File: src/rtl/assert_macros.svh
// Assertion macros for the kinematics block
`ifndef ASSERT_MACROS_SVH
`define ASSERT_MACROS_SVH
`ifndef NO_ASSERTIONS
`define ASSERT_IMPLIES(lbl, clk, rst_n, ante, cons) \
	lbl: assert property (@(posedge clk) disable iff (!rst_n) (ante) |-> (cons)) \
		else $error("assertion failed");
`define ASSERT_NEXT(lbl, clk, rst_n, ante, cons) \
	lbl: assert property (@(posedge clk) disable iff (!rst_n) (ante) |=> (cons)) \
		else $error("assertion failed");
`else
`define ASSERT_IMPLIES(lbl, clk, rst_n, ante, cons)
`define ASSERT_NEXT(lbl, clk, rst_n, ante, cons)
`endif
`endif

File: src/rtl/svk_pkg.sv
`timescale 1ns / 1ps
package svk_pkg;
	localparam int CordicStepsDef = 16;
	localparam int NumAtan = 24;
	localparam logic signed [33:0] CkGainInv = 34'sd652032874;

	localparam logic [15:0] TickReset  = 16'd3277;
	localparam logic [15:0] MaxReset   = 16'd2560;
	localparam logic [15:0] AccelReset = 16'd512;
	localparam logic [15:0] BrakeReset = 16'd1024;
	localparam logic [15:0] HullReset  = 16'd5461;
	localparam logic [15:0] TurrReset  = 16'd10923;

	typedef enum logic [2:0] {
		REG_TICK  = 3'd0,
		REG_MAX   = 3'd1,
		REG_ACCEL = 3'd2,
		REG_BRAKE = 3'd3,
		REG_HULL  = 3'd4,
		REG_TURR  = 3'd5
	} reg_idx_t;

	typedef enum logic [2:0] {
		ST_IDLE,
		ST_SLEW,
		ST_CORDIC,
		ST_MULX,
		ST_MULY,
		ST_DONE
	} state_t;

	typedef struct packed {
		logic load;
		logic slew;
		logic cordic_init;
		logic cordic_step;
		logic mul_x;
		logic mul_y;
	} cmd_t;

	typedef struct packed {
		logic immob;
		logic cordic_last;
	} status_t;

	function automatic logic [31:0] atan_val(input logic [4:0] i);
		logic [31:0] r;
		begin
			case (i)
				5'd0: r = 32'd536870912;
				5'd1: r = 32'd316933406;
				5'd2: r = 32'd167458907;
				5'd3: r = 32'd85004756;
				5'd4: r = 32'd42667331;
				5'd5: r = 32'd21354465;
				5'd6: r = 32'd10679838;
				5'd7: r = 32'd5340245;
				5'd8: r = 32'd2670163;
				5'd9: r = 32'd1335087;
				5'd10: r = 32'd667544;
				5'd11: r = 32'd333772;
				5'd12: r = 32'd166886;
				5'd13: r = 32'd83443;
				5'd14: r = 32'd41722;
				5'd15: r = 32'd20861;
				5'd16: r = 32'd10430;
				5'd17: r = 32'd5215;
				5'd18: r = 32'd2608;
				5'd19: r = 32'd1304;
				5'd20: r = 32'd652;
				5'd21: r = 32'd326;
				5'd22: r = 32'd163;
				5'd23: r = 32'd81;
				default: r = 32'd0;
			endcase
			return r;
		end
	endfunction
endpackage

File: src/rtl/svk_ctrl.sv
`timescale 1ns / 1ps
module svk_ctrl import svk_pkg::*; (
	input  logic    clk,
	input  logic    arst_n,
	input  logic    in_valid,
	output logic    in_ready,
	output logic    out_valid,
	input  logic    out_ready,
	input  status_t sts,
	output cmd_t    cmd
);
	state_t state_q, state_d;

	always_ff @(posedge clk or negedge arst_n) begin
		if (!arst_n) state_q <= ST_IDLE;
		else state_q <= state_d;
	end

	always_comb begin
		state_d = state_q;
		unique case (state_q)
			ST_IDLE:   if (in_valid) state_d = ST_SLEW;
			ST_SLEW:   state_d = sts.immob ? ST_DONE : ST_CORDIC;
			ST_CORDIC: if (sts.cordic_last) state_d = ST_MULX;
			ST_MULX:   state_d = ST_MULY;
			ST_MULY:   state_d = ST_DONE;
			ST_DONE:   if (out_ready) state_d = ST_IDLE;
			default:   state_d = ST_IDLE;
		endcase
	end

	always_comb begin
		cmd = '0;
		in_ready = 1'b0;
		out_valid = 1'b0;
		unique case (state_q)
			ST_IDLE: begin
				in_ready = 1'b1;
				cmd.load = in_valid;
			end
			ST_SLEW: begin
				cmd.slew = 1'b1;
				cmd.cordic_init = 1'b1;
			end
			ST_CORDIC: cmd.cordic_step = 1'b1;
			ST_MULX:   cmd.mul_x = 1'b1;
			ST_MULY:   cmd.mul_y = 1'b1;
			ST_DONE:   out_valid = 1'b1;
			default: ;
		endcase
	end
endmodule

File: config.mk
export PLATFORM = sky130hd
export DESIGN_NAME = svk_ctrl
export DESIGN_NICKNAME = d
export VERILOG_FILES = /design/src/rtl/assert_macros.svh /design/src/rtl/svk_pkg.sv /design/src/rtl/svk_ctrl.sv
export SDC_FILE = /design/constraint.sdc
export NUM_CORES = 1
export LEC_CHECK = 0
export ABC_AREA = 1
export BUFFER_PORTS_ARGS = -buffer_cell sky130_fd_sc_hd__buf_2
export CAP_MARGIN = 20
export CORE_AREA = 2 2 39 41
export DETAILED_ROUTE_END_ITERATION = 10
export DIE_AREA = 0 0 41 43
export GPL_ROUTABILITY_DRIVEN = 0
export PLACE_DENSITY_LB_ADDON = 0.12
export SYNTH_ARGS = -nofsm -noshare
export SYNTH_HDL_FRONTEND = slang
export SYNTH_SLANG_ARGS = --single-unit
export TNS_END_PERCENT = 5
File: constraint.sdc
create_clock -name clk -period 1.7 [get_ports clk]
set_input_delay 0.085 -clock clk [delete_from_list [all_inputs] [get_ports clk]]
set_output_delay 0.085 -clock clk [all_outputs]
set_load 0.005 [all_outputs]
== Word-level counts from Yosys, hierarchy flattened ==
Cells that the tools add are included.

* Muxes and demuxes: 12
* Bitwise operators: 0
* Reductions and logical operators: 2
* Equal/unequal tests: 8
* $lt $le $gt $ge: 0
* Divide/modulo/power cells: 0
* Multiply operators: 0
* $add $sub $neg: 0
* Shifts and indexed selects: 0

{| class="wikitable"
|+ Operators by type and width
! cell !! count
|-
| $pmux 3 s6 || 1
|-
| $mux 3 || 4
|-
| $eq 3x2->1 const B || 2
|-
| $eq 3x3->1 const B || 2
|-
| $mux 1 || 6
|-
| $ne 2x2->1 const B || 3
|-
| $eq 3x1->1 const B || 1
|-
| $logic_not 3->1 || 1
|-
| $reduce_and 3->1 || 1
|-
| $mux 2 || 1
|}

* Bits of input ports: 6
* Bits in latches: 0
* Bits in read-only memories: 0
* Memories: 0
* Memory bits (writable): 0
* Register bits: 3

== Depth between registers and ports, before layout ==
* Word-level depth: 3
* Mapped depth: 6
* Mapped depth without buffers: 6

== Least setup slack after synthesis ==
Ideal clock, no wire load.

* Path type: flip-flop to flip-flop
* Start point: register state_q[2]
* End point: register state_q[0]
* Stages on the path, launching flop included: 7
* Data arrival time: 0.897 ns
* Period minus slack after synthesis: 1.021 ns
* Setup time: 0.124 ns
* Setup slack: 0.679 ns
* Path buffers: 0
* Cell sequence: dfrtp_1 inv_2 nand2_2 nor2_1 nand2_1 nand2_1 o21bai_2

* Longest elaborated chain between the ends: 3

{| class="wikitable"
|+ Ends and longest elaborated chain
! item !! RTL line !! source
|-
| start, declared || svk_ctrl.sv:12 || <nowiki>state_t state_q, state_d;</nowiki>
|-
| start signal, assigned || svk_ctrl.sv:16 || <nowiki>else state_q <= state_d;</nowiki>
|-
| $eq 3x2->1 (tied with other cells) || svk_ctrl.sv:21 || <nowiki>unique case (state_q)</nowiki>
|-
| $ne 2x2->1 (no source line) || -- ||
|-
| $reduce_and 3->1 (no source line) || -- ||
|}

Parallel ways exist; a longest one is shown, timed or not.
A chain may end at the register's enable or synchronous reset.

==> run_results.csv <==
group,metric,value,unit
setup_path,worst-path-buf-inv,2,
pwr,p_seq_frac,0.245,
logic_synthesis,synth_top_area_frac,0.3209,
cells_and_area,final_cell_mix,"buf_2, nand2_1, inv_1",
hold_path,worstHoldStart,"sts[1]",
cts,cts.clk_slew.worst_paths,40,ps
setup_path,r2r-start,"state_q[2]",
setup_path,critical_path.startpoint,"state_q[2]",
setup_path,worstPathRequired,1620,ps
setup_path,crit_chain,"inv_2 -> nand2_2 -> nor2_1 -> buf_2",
sta,clock_skew,0.1152,ps
cts,clock_path_buffers,2,
floorplanning,io_pins,14,
global_routing,grt_max_degree,8,
setup_path,cp_top_family,"flip-flops",
cts,htreeDepth,1,
global_routing,met1_usage,0.07120,
setup_path,critPathMaxStageDelay,410,ps
sta,period_share,0.7204,
setup_path,crit_path_end_kind,"output pin",
routing,initialDrtViolationCount,1,
flow_run,drv_cap,0,
setup_path,crit_arrival,1140,ps
floorplanning,die-area,0.001763,sq mm
logic_synthesis,netlist-cell-type-count,15,
routing,vias,252,
logic_synthesis,synth_area,234.0,sq um
cells_and_area,seqCellArea,75.07,sq um
sta,post-route-min-period,1225,ps
placed_design,io_buffers,13,
cells_and_area,final_common_cell,"buf_2",
routing,via_per_inst,3.818,
sta,holdWs,70.83,ps
sta,setup_tns,0,ps
sta,hold_viol_final,0,
routing,ant_nets,0,
cells_and_area,n_antenna_cell,0,
logic_synthesis,yosys-top-cells-area,"dfrtp_1, nand2_1, inv_1",
cells_and_area,final_nets,57,
placed_design,hpwl,448,microns
sta,fmax,816.6,MHz
cells_and_area,area_delta_synth_final,48.66,%
cells_and_area,fill_cells,170,
cells_and_area,drive_gt1_frac,0.5000,
cells_and_area,largest_reg_flops,3,
global_routing,grtUsageTotal,0.07243,
logic_synthesis,synth-seq-area-share,0.3209,
sta,worst-slew-pin-transition,231.4,ps
logic_synthesis,synth_top_cell_by_area,"dfrtp_1",
routing,avgRoutedWirePerCell,7.955,microns
cts,cts_tree,"yes",
logic_synthesis,yosysWarnings,0,
cts,cts-root-buf,"clkbuf_4",
logic_synthesis,synth-seq-cells,3,
pwr,peakVddDrop,0.4237,mV
setup_path,crit_type,"flip-flop to output pin",
pwr,switchingPower,0.2615,mW
pwr,p_int,0.3394,mW
pwr,swShare,0.4352,
floorplanning,die_w,41,microns
sta,drv_slew,0,
routing,totalWireLength,525,microns
global_routing,grt_use_met3,0.01571,
routing,route.detailed.drc,0,
pwr,clockPowerShare,0.204,
floorplanning,row_count,14,
setup_path,slowest_stage,"dfrtp_1",
setup_path,crit_path_start_kind,"flip-flop",
global_routing,grt_pass1_vias,239,
floorplanning,dieHeight,43,microns
logic_synthesis,syn-num-nets,39,
cts,clk_latency,230,ps
cts,numClockSinks,3,
hold_path,hold_class,"primary input to flip-flop",
cts,numCtsBuffers,3,
sta,finalSetupViolCount,0,
global_routing,overflow,0,
pwr,p_comb_frac,0.552,
cts,cts_setup_buffers,0,
global_routing,grt_pass1_wl,821,microns
cells_and_area,top_regs,"state_q: 3 flops",
setup_path,critical_path_peak_fanout,6,
logic_synthesis,avgSynthCellArea,7.090,sq um
pwr,p_per_area,1728,mW/mm^2
cells_and_area,multi_input_area,125.1,sq um
logic_synthesis,synthCells,33,
sta,slew-limit-headroom,0.8457,
cells_and_area,top_register,"state_q",
sta,rsz0062_at_grt,"false",
pwr,p_leak,0.2051,nW
floorplanning,fp.coreArea,0.001384,sq mm
global_routing,grt_busiest_layer,"met2",
global_routing,antenna_found_initial,0,
floorplanning,start_util,0.1691,
status,status,"completed",
routing,drtPass1Iterations,2,
global_routing,gr-usage-met2,0.1094,
[cells in the mapped netlist, drive strengths merged]
library cell / instances
nand2: 10
nor3: 2
nand4: 1
dfrtp: 3
buf: 1
o22ai: 1
nand3: 1
inv: 7
nor2: 5
nor3b: 1
o21bai: 1
[repair_timing]
item,4_1_cts,5_1_grt
endpoints found under the hold margin,3,0
gates resized for setup,0,0
hold buffers,1,0
[worst register-to-register path, cell delays in order, from the launching register on]
cell and delay (ps):
dfrtp_1 410, inv_2 130, nand2_2 70, nor2_1 120, nand2_1 70, nand2_1 80, o21bai_2 70
[power groups by stage]
stage	sequential (mW)	clock, mW	combinational, mW
floorplan	0.140	0	0.249
global placement	0.151	0	0.343
detailed placement	0.148	0	0.339
CTS	0.147	0.131	0.341
global route	0.155	0.138	0.375
finish	0.147	0.122	0.332
[final cells by class]
type,instances,area share
multi-input cells,22,0.3597
flip-flops and latches,3,0.2158
well taps,16,0.05755
inverters,7,0.07554
repair buffers,14,0.2158
clock buffers,4,0.07554
[metrics by stage]
step / utilization / worst slack [ps] / area [sq um] / instances / power, mW
finish: 0.2514 / 475.4 / 347.8 / 66 / 0.6009
global route: 0.2514 / 382.8 / 347.8 / 66 / 0.6686
CTS: 0.2514 / 451.5 / 347.8 / 66 / 0.6201
detailed placement: 0.2251 / 608.8 / 311.5 / 61 / 0.4871
global placement: 0.2251 / 614.3 / 311.5 / 61 / 0.4940
floorplan: - / 679.3 / 234.0 / 33 / 0.3888
[kinds of logic after synthesis]
kind of cell	synth area share
compound gates	0.07488
buf+inv	0.1444
flops	0.3208
simple gates	0.4599
[final timing paths]
kind | endpoint | cells past startpoint | slack, ps
max | cmd[1] | 4 | 480
min | state_q[1] | 2 | 70
max reg2reg | state_q[0] | 6 | 630
min reg2reg | state_q[1] | 2 | 590
max in group asynchronous | state_q[2] | 2 | 1410
min in group asynchronous | state_q[0] | 2 | 180
[routing by layer]
| layer | wire length (microns) | vias up |
|---|---|---|
| li1 | - | 135 |
| met1 | 213 | 111 |
| met2 | 272 | 6 |
| met3 | 38 | 0 |
| met4 | 0 | 0 |
| met5 | 0 | - |
Power figures use the tool's default switching activity.
